<file path="config.mk">
export PLATFORM = sky130hd
export DESIGN_NAME = dac_waveform_generator
export DESIGN_NICKNAME = d
export VERILOG_FILES = /design/src/design/dwg_pkg.sv /design/src/design/dwg_core.sv /design/src/design/dac_waveform_generator.sv
export SDC_FILE = /design/constraint.sdc
export NUM_CORES = 1
export LEC_CHECK = 0
export BUFFER_PORTS_ARGS = -buffer_cell sky130_fd_sc_hd__buf_2
export CORE_UTILIZATION = 55
export CTS_BUF_LIST = sky130_fd_sc_hd__clkbuf_4 sky130_fd_sc_hd__clkbuf_8
export DETAILED_ROUTE_END_ITERATION = 6
export MAX_ROUTING_LAYER = met4
export PLACE_DENSITY = 0.86
export SLEW_MARGIN = 5
export SYNTH_ARGS = -nofsm -noshare
export SYNTH_HDL_FRONTEND = slang
export SYNTH_SLANG_ARGS = --single-unit
</file>
<file path="constraint.sdc">
create_clock -name aclk -period 8.05 [get_ports aclk]
set_clock_uncertainty 0.05 [all_clocks]
set_input_delay 0.4025 -clock aclk [delete_from_list [all_inputs] [get_ports aclk]]
set_output_delay 0.4025 -clock aclk [all_outputs]
set_load 0.05 [all_outputs]
</file>
<file path="src/design/dwg_pkg.sv">
`timescale 1ns / 1ps
// ----------------------------------------------------------------------------
// dwg_pkg
// Shared types, constants and the quarter-wave sine table of the DAC
// waveform generator.
// ----------------------------------------------------------------------------
package dwg_pkg;

    localparam int LEVEL_W        = 10;
    localparam int DUTY_W         = 7;
    localparam int PERIOD_W       = 20;
    localparam int WSEL_W         = 2;
    localparam int CFG_ADDR_W     = 2;
    localparam int CFG_DATA_W     = PERIOD_W;
    localparam int IDX_W          = 6;
    localparam int SEG_W          = 2;
    localparam int RAMP_W         = LEVEL_W + 1;
    localparam int SQX_W          = 27;
    localparam int QUARTER_POINTS = 32;
    localparam int TBL_IDX_W      = $clog2(QUARTER_POINTS);
    localparam int SINE_SHIFT     = $clog2(4 * QUARTER_POINTS);
    localparam int RAMP_STEPS_DEF = 32;
    localparam int DUTY_FULL      = 100;

    localparam logic [WSEL_W-1:0]   WAVE_SELECT_RST = 2'd0;
    localparam logic [DUTY_W-1:0]   DUTY_RST        = 7'd50;
    localparam logic [PERIOD_W-1:0] PERIOD_RST      = 20'd20000;
    localparam logic [LEVEL_W-1:0]  FULL_SCALE_RST  = 10'd930;

    typedef enum logic [WSEL_W-1:0] {
        WAVE_SQUARE   = 2'd0,
        WAVE_SAWTOOTH = 2'd1,
        WAVE_SINE     = 2'd2
    } wave_sel_t;

    typedef enum logic [CFG_ADDR_W-1:0] {
        CFG_WAVE_SELECT = 2'd0,
        CFG_DUTY        = 2'd1,
        CFG_PERIOD      = 2'd2,
        CFG_FULL_SCALE  = 2'd3
    } cfg_index_t;

    typedef struct packed {
        wave_sel_t             wave_sel;
        logic [PERIOD_W-1:0]   period;
        logic [LEVEL_W-1:0]    full_scale;
        logic [SQX_W-1:0]      square_x;   // period * duty, on time times 100
        logic [LEVEL_W-1:0]    ramp_step;
    } dwg_cfg_t;

    typedef struct packed {
        logic [LEVEL_W-1:0] level;
        logic               write;
        logic               last;
    } dwg_result_t;

    function automatic logic [LEVEL_W-1:0] quarter_entry(input logic [TBL_IDX_W-1:0] idx);
        logic [LEVEL_W-1:0] v;
        case (idx)
            5'd0:    v = 10'd465;
            5'd1:    v = 10'd489;
            5'd2:    v = 10'd512;
            5'd3:    v = 10'd535;
            5'd4:    v = 10'd559;
            5'd5:    v = 10'd582;
            5'd6:    v = 10'd604;
            5'd7:    v = 10'd626;
            5'd8:    v = 10'd648;
            5'd9:    v = 10'd670;
            5'd10:   v = 10'd691;
            5'd11:   v = 10'd711;
            5'd12:   v = 10'd731;
            5'd13:   v = 10'd750;
            5'd14:   v = 10'd768;
            5'd15:   v = 10'd785;
            5'd16:   v = 10'd802;
            5'd17:   v = 10'd818;
            5'd18:   v = 10'd833;
            5'd19:   v = 10'd847;
            5'd20:   v = 10'd860;
            5'd21:   v = 10'd872;
            5'd22:   v = 10'd882;
            5'd23:   v = 10'd892;
            5'd24:   v = 10'd901;
            5'd25:   v = 10'd909;
            5'd26:   v = 10'd915;
            5'd27:   v = 10'd920;
            5'd28:   v = 10'd925;
            5'd29:   v = 10'd928;
            5'd30:   v = 10'd929;
            default: v = 10'd930;
        endcase
        return v;
    endfunction

endpackage

</file>
<file path="src/design/dwg_core.sv">
`timescale 1ns / 1ps
// ----------------------------------------------------------------------------
// dwg_core
// Waveform position state and the per-tick level, write and cycle end logic.
// ----------------------------------------------------------------------------
module dwg_core #(
    parameter int RAMP_STEPS = dwg_pkg::RAMP_STEPS_DEF
) (
    input  logic                aclk,
    input  logic                aresetn,
    input  logic                tick_en,
    input  logic                restart,
    input  dwg_pkg::dwg_cfg_t   cfg,
    output dwg_pkg::dwg_result_t result
);

    localparam int HC_W  = dwg_pkg::PERIOD_W;
    localparam int SAW_W = HC_W + 1 + $clog2(RAMP_STEPS + 1);
    localparam logic [dwg_pkg::IDX_W-1:0] LAST_IDX = dwg_pkg::IDX_W'(dwg_pkg::QUARTER_POINTS - 1);

    logic [HC_W-1:0]              hold_counter_reg, hold_counter_next;
    logic [dwg_pkg::IDX_W-1:0]    sample_index_reg, sample_index_next;
    logic [dwg_pkg::SEG_W-1:0]    quarter_segment_reg, quarter_segment_next;
    logic [dwg_pkg::RAMP_W-1:0]   ramp_level_reg, ramp_level_next;
    logic                         square_low_reg, square_low_next;
    logic [dwg_pkg::LEVEL_W-1:0]  current_level_reg, current_level_next;

    logic [HC_W-1:0]              hc_cur, hc_wrap, hc_diff;
    logic [HC_W:0]                hc_p1;
    logic [dwg_pkg::IDX_W-1:0]    idx_cur;
    logic [dwg_pkg::SEG_W-1:0]    seg_cur;
    logic [dwg_pkg::RAMP_W-1:0]   ramp_cur, ramp_sum;
    logic                         low_cur;
    logic                         on_done, off_done, saw_done, sine_done;
    logic [dwg_pkg::LEVEL_W-1:0]  entry;
    logic                         write, last;

    always_comb begin
        hc_cur   = restart ? '0 : hold_counter_reg;
        idx_cur  = restart ? '0 : sample_index_reg;
        seg_cur  = restart ? '0 : quarter_segment_reg;
        ramp_cur = restart ? '0 : ramp_level_reg;
        low_cur  = restart ? 1'b0 : square_low_reg;

        hc_wrap = hc_cur + 1'b1;
        hc_p1   = {1'b0, hc_wrap} + 1'b1;
        hc_diff = cfg.period - hc_wrap;

        // hold reached without dividing: compare against the scaled product
        on_done  = (hc_wrap == '0)
                || ((dwg_pkg::SQX_W'(hc_p1) * dwg_pkg::SQX_W'(100)) > cfg.square_x);
        off_done = (hc_wrap == '0) || (hc_wrap >= cfg.period)
                || (cfg.square_x >= (dwg_pkg::SQX_W'(hc_diff) * dwg_pkg::SQX_W'(100)));
        saw_done = (hc_wrap == '0)
                || ((SAW_W'(hc_p1) * SAW_W'(RAMP_STEPS)) > SAW_W'(cfg.period));
        sine_done = (hc_wrap == '0) || (hc_wrap >= (cfg.period >> dwg_pkg::SINE_SHIFT));

        ramp_sum = ramp_cur + dwg_pkg::RAMP_W'(cfg.ramp_step);
        entry    = dwg_pkg::quarter_entry(idx_cur[dwg_pkg::TBL_IDX_W-1:0]);

        hold_counter_next    = hc_cur;
        sample_index_next    = idx_cur;
        quarter_segment_next = seg_cur;
        ramp_level_next      = ramp_cur;
        square_low_next      = low_cur;
        current_level_next   = current_level_reg;
        write                = 1'b0;
        last                 = 1'b0;

        case (cfg.wave_sel)
            dwg_pkg::WAVE_SQUARE: begin
                if (hc_cur == '0) begin
                    current_level_next = low_cur ? '0 : cfg.full_scale;
                    write              = 1'b1;
                end
                if (low_cur ? off_done : on_done) begin
                    hold_counter_next = '0;
                    square_low_next   = ~low_cur;
                    last              = low_cur;
                end else begin
                    hold_counter_next = hc_wrap;
                end
            end
            dwg_pkg::WAVE_SAWTOOTH: begin
                if (hc_cur == '0) begin
                    current_level_next = (ramp_cur > {1'b0, cfg.full_scale})
                                       ? cfg.full_scale : ramp_cur[dwg_pkg::LEVEL_W-1:0];
                    write              = 1'b1;
                end
                if (saw_done) begin
                    hold_counter_next = '0;
                    if (ramp_sum >= {1'b0, cfg.full_scale}) begin
                        ramp_level_next = '0;
                        last            = 1'b1;
                    end else begin
                        ramp_level_next = ramp_sum;
                    end
                end else begin
                    hold_counter_next = hc_wrap;
                end
            end
            dwg_pkg::WAVE_SINE: begin
                if (hc_cur == '0) begin
                    if (seg_cur < 2'd2) begin
                        current_level_next = entry;
                    end else begin
                        current_level_next = (cfg.full_scale > entry)
                                           ? cfg.full_scale - entry : '0;
                    end
                    write = 1'b1;
                end
                if (sine_done) begin
                    hold_counter_next = '0;
                    case (seg_cur)
                        2'd0, 2'd2: begin
                            if (idx_cur >= LAST_IDX) begin
                                quarter_segment_next = seg_cur + 1'b1;
                                sample_index_next    = LAST_IDX - 1'b1;
                            end else begin
                                sample_index_next = idx_cur + 1'b1;
                            end
                        end
                        2'd1: begin
                            if (idx_cur == '0) begin
                                quarter_segment_next = 2'd2;
                                sample_index_next    = dwg_pkg::IDX_W'(1);
                            end else begin
                                sample_index_next = idx_cur - 1'b1;
                            end
                        end
                        default: begin
                            if (idx_cur <= dwg_pkg::IDX_W'(1)) begin
                                quarter_segment_next = '0;
                                sample_index_next    = '0;
                                last                 = 1'b1;
                            end else begin
                                sample_index_next = idx_cur - 1'b1;
                            end
                        end
                    endcase
                end else begin
                    hold_counter_next = hc_wrap;
                end
            end
            default: begin
                // unused selector: level held, nothing written
            end
        endcase

        result.level = current_level_next;
        result.write = write;
        result.last  = last;
    end

    always_ff @(posedge aclk) begin
        if (!aresetn) begin
            hold_counter_reg    <= '0;
            sample_index_reg    <= '0;
            quarter_segment_reg <= '0;
            ramp_level_reg      <= '0;
            square_low_reg      <= 1'b0;
            current_level_reg   <= '0;
        end else if (tick_en) begin
            hold_counter_reg    <= hold_counter_next;
            sample_index_reg    <= sample_index_next;
            quarter_segment_reg <= quarter_segment_next;
            ramp_level_reg      <= ramp_level_next;
            square_low_reg      <= square_low_next;
            current_level_reg   <= current_level_next;
        end
    end

endmodule

</file>
<file path="src/design/dac_waveform_generator.sv">
`timescale 1ns / 1ps
// ----------------------------------------------------------------------------
// dac_waveform_generator
// Tick driven square, sawtooth and quarter-wave sine generator for a 10-bit
// DAC, with a plain register write port for its settings.
//
//   channel | direction | tdata                  | tuser       | tlast
//   s_axis  | in        | [0] restart            | -           | -
//   m_axis  | out       | [9:0] dac_level        | level_write | cycle_end
//   cfg     | in        | write enable, index, data (no read-back)
//
// One request per cycle sustained while results are taken; a result is offered
// once its request has passed an input register and a result register.
// The input side keeps taking requests while a result waits, until the
// input register is also full. Reset is synchronous, active low.
// Derived settings (square on time, ramp step) are registered from the
// setting registers after a configuration write.
// ----------------------------------------------------------------------------
module dac_waveform_generator #(
    parameter int RAMP_STEPS = dwg_pkg::RAMP_STEPS_DEF
) (
    input  logic                               aclk,
    input  logic                               aresetn,
    input  logic                               s_axis_tvalid,
    output logic                               s_axis_tready,
    input  logic [7:0]                         s_axis_tdata,   // [0] restart
    output logic                               m_axis_tvalid,
    input  logic                               m_axis_tready,
    output logic [15:0]                        m_axis_tdata,   // [9:0] dac_level
    output logic                               m_axis_tuser,   // level_write
    output logic                               m_axis_tlast,   // cycle_end
    input  logic                               cfg_wr_en,
    input  logic [dwg_pkg::CFG_ADDR_W-1:0]     cfg_addr,
    input  logic [dwg_pkg::CFG_DATA_W-1:0]     cfg_wr_data
);

    localparam int STEP_SH = dwg_pkg::LEVEL_W + $clog2(RAMP_STEPS);
    localparam int STEP_M  = ((1 << STEP_SH) + RAMP_STEPS - 1) / RAMP_STEPS;
    localparam int STEP_PW = dwg_pkg::LEVEL_W + STEP_SH;

    logic [dwg_pkg::WSEL_W-1:0]   wave_select_reg;
    logic [dwg_pkg::DUTY_W-1:0]   duty_reg;
    logic [dwg_pkg::PERIOD_W-1:0] period_reg;
    logic [dwg_pkg::LEVEL_W-1:0]  full_scale_reg;
    logic [dwg_pkg::SQX_W-1:0]    square_x_reg, square_x_next;
    logic [dwg_pkg::LEVEL_W-1:0]  ramp_step_reg, ramp_step_next;
    logic [dwg_pkg::DUTY_W-1:0]   duty_eff;
    logic [STEP_PW-1:0]           step_prod;

    logic                         in_valid_reg, in_valid_next;
    logic                         in_restart_reg;
    logic                         out_valid_reg, out_valid_next;
    dwg_pkg::dwg_result_t         out_reg;
    dwg_pkg::dwg_result_t         core_result;
    dwg_pkg::dwg_cfg_t            cfg;
    logic                         advance;
    logic                         s_accept;
    logic                         m_accept;

    always_ff @(posedge aclk) begin
        if (!aresetn) begin
            wave_select_reg <= dwg_pkg::WAVE_SELECT_RST;
            duty_reg        <= dwg_pkg::DUTY_RST;
            period_reg      <= dwg_pkg::PERIOD_RST;
            full_scale_reg  <= dwg_pkg::FULL_SCALE_RST;
        end else if (cfg_wr_en) begin
            case (dwg_pkg::cfg_index_t'(cfg_addr))
                dwg_pkg::CFG_WAVE_SELECT: wave_select_reg <= cfg_wr_data[dwg_pkg::WSEL_W-1:0];
                dwg_pkg::CFG_DUTY:        duty_reg        <= cfg_wr_data[dwg_pkg::DUTY_W-1:0];
                dwg_pkg::CFG_PERIOD:      period_reg      <= cfg_wr_data;
                dwg_pkg::CFG_FULL_SCALE:  full_scale_reg  <= cfg_wr_data[dwg_pkg::LEVEL_W-1:0];
                default: begin
                end
            endcase
        end
    end

    // ramp step is full_scale over the step count, by reciprocal multiply
    always_comb begin
        duty_eff = (duty_reg > dwg_pkg::DUTY_W'(dwg_pkg::DUTY_FULL))
                 ? dwg_pkg::DUTY_W'(dwg_pkg::DUTY_FULL) : duty_reg;
        square_x_next = dwg_pkg::SQX_W'(period_reg) * dwg_pkg::SQX_W'(duty_eff);
        step_prod = STEP_PW'(full_scale_reg) * STEP_PW'(STEP_M);
        ramp_step_next = dwg_pkg::LEVEL_W'(step_prod >> STEP_SH);
        if (ramp_step_next == '0) begin
            ramp_step_next = dwg_pkg::LEVEL_W'(1);
        end
    end

    always_ff @(posedge aclk) begin
        square_x_reg  <= square_x_next;
        ramp_step_reg <= ramp_step_next;
    end

    always_comb begin
        cfg.wave_sel   = dwg_pkg::wave_sel_t'(wave_select_reg);
        cfg.period     = period_reg;
        cfg.full_scale = full_scale_reg;
        cfg.square_x   = square_x_reg;
        cfg.ramp_step  = ramp_step_reg;
    end

    assign advance       = in_valid_reg & (~out_valid_reg | m_axis_tready);
    assign s_axis_tready = ~in_valid_reg | advance;
    assign s_accept      = s_axis_tvalid & s_axis_tready;
    assign m_accept      = m_axis_tvalid & m_axis_tready;

    always_comb begin
        in_valid_next = in_valid_reg;
        if (s_accept) begin
            in_valid_next = 1'b1;
        end else if (advance) begin
            in_valid_next = 1'b0;
        end
        out_valid_next = out_valid_reg;
        if (advance) begin
            out_valid_next = 1'b1;
        end else if (m_accept) begin
            out_valid_next = 1'b0;
        end
    end

    always_ff @(posedge aclk) begin
        if (!aresetn) begin
            in_valid_reg  <= 1'b0;
            out_valid_reg <= 1'b0;
        end else begin
            in_valid_reg  <= in_valid_next;
            out_valid_reg <= out_valid_next;
        end
    end

    always_ff @(posedge aclk) begin
        if (s_accept) begin
            in_restart_reg <= s_axis_tdata[0];
        end
        if (advance) begin
            out_reg <= core_result;
        end
    end

    dwg_core #(
        .RAMP_STEPS (RAMP_STEPS)
    ) u_core (
        .aclk    (aclk),
        .aresetn (aresetn),
        .tick_en (advance),
        .restart (in_restart_reg),
        .cfg     (cfg),
        .result  (core_result)
    );

    assign m_axis_tvalid = out_valid_reg;
    assign m_axis_tdata  = {{(16 - dwg_pkg::LEVEL_W){1'b0}}, out_reg.level};
    assign m_axis_tuser  = out_reg.write;
    assign m_axis_tlast  = out_reg.last;

    // a held request always moves into an empty result register
    a_fill_result: assert property (@(posedge aclk) disable iff (!aresetn)
        (in_valid_reg && !out_valid_reg) |=> out_valid_reg)
        else $error("held request not moved to result register");

    a_ready_only_when_full: assert property (@(posedge aclk) disable iff (!aresetn)
        !s_axis_tready |-> (in_valid_reg && out_valid_reg && !m_axis_tready))
        else $error("input stalled without a full pipeline");

    a_request_lands: assert property (@(posedge aclk) disable iff (!aresetn)
        $fell(in_valid_reg) |-> out_valid_reg)
        else $error("request left input register without a result");

endmodule

</file>
==> impl_metrics.env <==
export IMPL_status="finished, violations left"
export IMPL_violations="design-rule violations, negative setup slack"
export IMPL_track_usage=0.326
export IMPL_worst_slack_ns=-0.00273
export IMPL_start_util=0.560
export IMPL_max_stage_delay_ns=0.51
export IMPL_final_area_sq_um=22600
export IMPL_cts_tree="done"
export IMPL_tns_ns=-0.00322
export IMPL_path_class="flip-flop to flip-flop"
export IMPL_p_leak_nw=11.0
export IMPL_cts_hold_buf=0
export IMPL_grt_pass1_vias=18300
export IMPL_maxSlewHeadroom=0.200
export IMPL_endpoint_kind="flip-flop"
export IMPL_place_ws_ns=-0.271
export IMPL_synth_area_per_cell_sq_um=8.01
export IMPL_clockBufferDepth=2
export IMPL_antenna_found_initial=0
export IMPL_vias=19000
export IMPL_ys_types=108
export IMPL_critPathMaxFanout=5
export IMPL_post_dp_hpwl_microns=45000
export IMPL_insertion_delay_ns=0.50
export IMPL_syn_inst=2492
export IMPL_cp_slowest_cell="fa_1"
export IMPL_port_buffers=41
export IMPL_die_area_sq_um=37000
export IMPL_largest_reg_flops=27
export IMPL_grt_overflow=0
export IMPL_ys_ff_latch=136
export IMPL_synthFlopType="dfxtp_1"
export IMPL_arrival_ns=8.39
export IMPL_fmax_mhz=124
export IMPL_num_rows=69
export IMPL_drv_slew=0
export IMPL_cts_made_buffers=17
export IMPL_cts_clk_slew_worst_paths_ns=0.09
export IMPL_setup_viol=2
export IMPL_peakVddDrop_v=0.000181
export IMPL_drv_cap=0
export IMPL_nets=3055
export IMPL_routedWlPerCell_microns=19.3
export IMPL_netlist_area_sq_um=20000
export IMPL_cts_sinks=136
export IMPL_core_sq_um=35700
export IMPL_drc=5
export IMPL_critPathRequiredTime_ns=8.39
export IMPL_crit_path_start_kind="flip-flop"
export IMPL_yosys_warnings=0
export IMPL_diodes=0
export IMPL_finalCritPeriodShare=1.00
export IMPL_final_core_util=0.634
export IMPL_period_needed_ns=8.05
export IMPL_chipHeight_microns=192
export IMPL_total_power_w=0.00337
export IMPL_synth_edf_count=13
export IMPL_path_delay_family="adder cells"
export IMPL_synthArstFlopShare=0
export IMPL_first_pass_iters=7
export IMPL_nFillCells=2778
export IMPL_ys_seq_area_frac=0.143
export IMPL_grt_start_max_net_pins=80
export IMPL_grt_pass1_wl_microns=92700
export IMPL_hold_class="input port to flip-flop"
export IMPL_drt_iter0_drc=2092
export IMPL_grt_setup_unrepaired="true"
export IMPL_cts_root_buf="clkbuf_8"
export IMPL_postRouteAntennaNets=0
export IMPL_tightest_slew_ns=1.20
export IMPL_p_per_area_nw_per_um2=149
export IMPL_place_congestion=0.953
export IMPL_drive_above_1_share=0.152
export IMPL_totalWireLength_microns=59200
export IMPL_via_per_inst=6.19
export IMPL_chipWidth_microns=192
export IMPL_syn_to_final_growth_pct=13.2
export IMPL_path_buf_inv=7
export IMPL_hold_viol=0
export IMPL_io_pins=55
export IMPL_placedInstanceArea_sq_um=21200
export IMPL_cts_max_level=4
[worst paths after layout]
check	endpoint	from	cells past startpoint	slack, ns
max reg2reg	u_core.hold_counter_reg[10]$_SDFFE_PN0P_	in_restart_reg$_DFFE_PP_	37	-0.003
max	u_core.hold_counter_reg[10]$_SDFFE_PN0P_	in_restart_reg$_DFFE_PP_	37	-0.003
min reg2reg	u_core.ramp_level_reg[1]$_SDFFE_PN0P_	u_core.ramp_level_reg[1]$_SDFFE_PN0P_	1	0.42
min	in_restart_reg$_DFFE_PP_	s_axis_tdata[0]	1	0.05
[cell families (layout without fill, tap and decap cells)]
| logic type | count (synthesis) | count (layout) | share of synthesized area |
|---|---|---|---|
| mux | 11 | 11 | 0.00633 |
| fa+ha+maj | 436 | 436 | 0.318 |
| buf+inv | 462 | 564 | 0.0904 |
| xor+xnor | 140 | 140 | 0.0626 |
| compound gates | 589 | 592 | 0.203 |
| other cells | 1 | 6 | 0.000188 |
| simple gates | 717 | 717 | 0.176 |
| flops | 136 | 136 | 0.143 |
[stage by stage]
stage               std cells  hold WS (ns)
floorplan                2497         0.384
global placement         2987         0.393
detailed placement       2987         0.398
CTS                      3038        0.0434
global route             3063        0.0343
finish                   3063        0.0527
[layer usage]
| layer | wire [microns] | up-vias | share of wire | global-route usage |
|---|---|---|---|---|
| met1 | 24300 | 9084 | 0.41 | 0.415 |
| met3 | 4970 | 221 | 0.084 | 0.0484 |
| li1 | - | 8727 | - | - |
| met2 | 27100 | 928 | 0.46 | 0.507 |
| met5 | 0 | - | 0 | - |
| met4 | 2890 | 0 | 0.049 | 0.154 |
[cell usage in the layout, fill, tap and decap left out, types with 52 or more instances in the layout]
master / n
nand2_1: 257
a21oi_1: 113
fa_1: 120
ha_1: 294
o21ai_0: 93
nor2_1: 133
xnor2_1: 83
a21o_1: 60
dfxtp_1: 123
buf_4: 144
and2_1: 52
inv_1: 330
[final cells by class]
cell class | instances | area, sq um | area share
tap | 461 | 577 | 0.0255
timing repair buffer | 191 | 1370 | 0.0607
clock buffer | 19 | 249 | 0.0110
multi-input combinational | 1902 | 16100 | 0.714
inverter | 341 | 1290 | 0.0573
sequential | 136 | 2850 | 0.126
clock inverter | 13 | 118 | 0.00521
[repair_timing]
item	in CTS	in global routing
gates cloned	2	1
buffers inserted	17	24
pin swaps	28	63
endpoints found under the hold margin	0	0
gates resized for setup	35	108
endpoints found under the setup margin	22	22
[power breakdown]
part | switching [W] | internal [W]
registers | 0.0000517 | 0.000747
logic | 0.00112 | 0.000875
clock network | 0.000324 | 0.000254
[Yosys cell counts, drive strengths merged, types with 4 or more instances]
master | count | share of area
mux2 | 4 | 0.0026
o22ai | 17 | 0.0053
a21o | 60 | 0.023
clkbuf | 91 | 0.017
xor2 | 45 | 0.020
nand2b | 15 | 0.0048
buf | 30 | 0.0090
and2 | 59 | 0.019
or3 | 9 | 0.0028
a32o | 6 | 0.0030
and4 | 6 | 0.0026
a21boi | 45 | 0.017
o211ai | 31 | 0.012
ha | 310 | 0.19
nor4 | 18 | 0.0075
nand3 | 43 | 0.011
a2111oi | 7 | 0.0050
and3 | 27 | 0.0085
o21ai | 111 | 0.028
fa | 121 | 0.12
nand4 | 32 | 0.011
xnor2 | 95 | 0.042
dfxtp | 123 | 0.12
maj3 | 5 | 0.0026
nand3b | 6 | 0.0023
o21bai | 18 | 0.0073
o311ai | 8 | 0.0039
nor3 | 31 | 0.0080
edfxtp | 13 | 0.020
nor2b | 42 | 0.013
a22oi | 8 | 0.0030
a211oi | 14 | 0.0058
o21a | 32 | 0.012
a32oi | 15 | 0.0066
nand2 | 259 | 0.049
o41ai | 5 | 0.0022
a21oi | 131 | 0.034
nor2 | 146 | 0.028
o31ai | 26 | 0.012
a31oi | 20 | 0.0070
inv | 340 | 0.064
mux2i | 7 | 0.0037
o221ai | 5 | 0.0022
or2 | 12 | 0.0038
No activity file was read; power rests on OpenSTA's default activity.
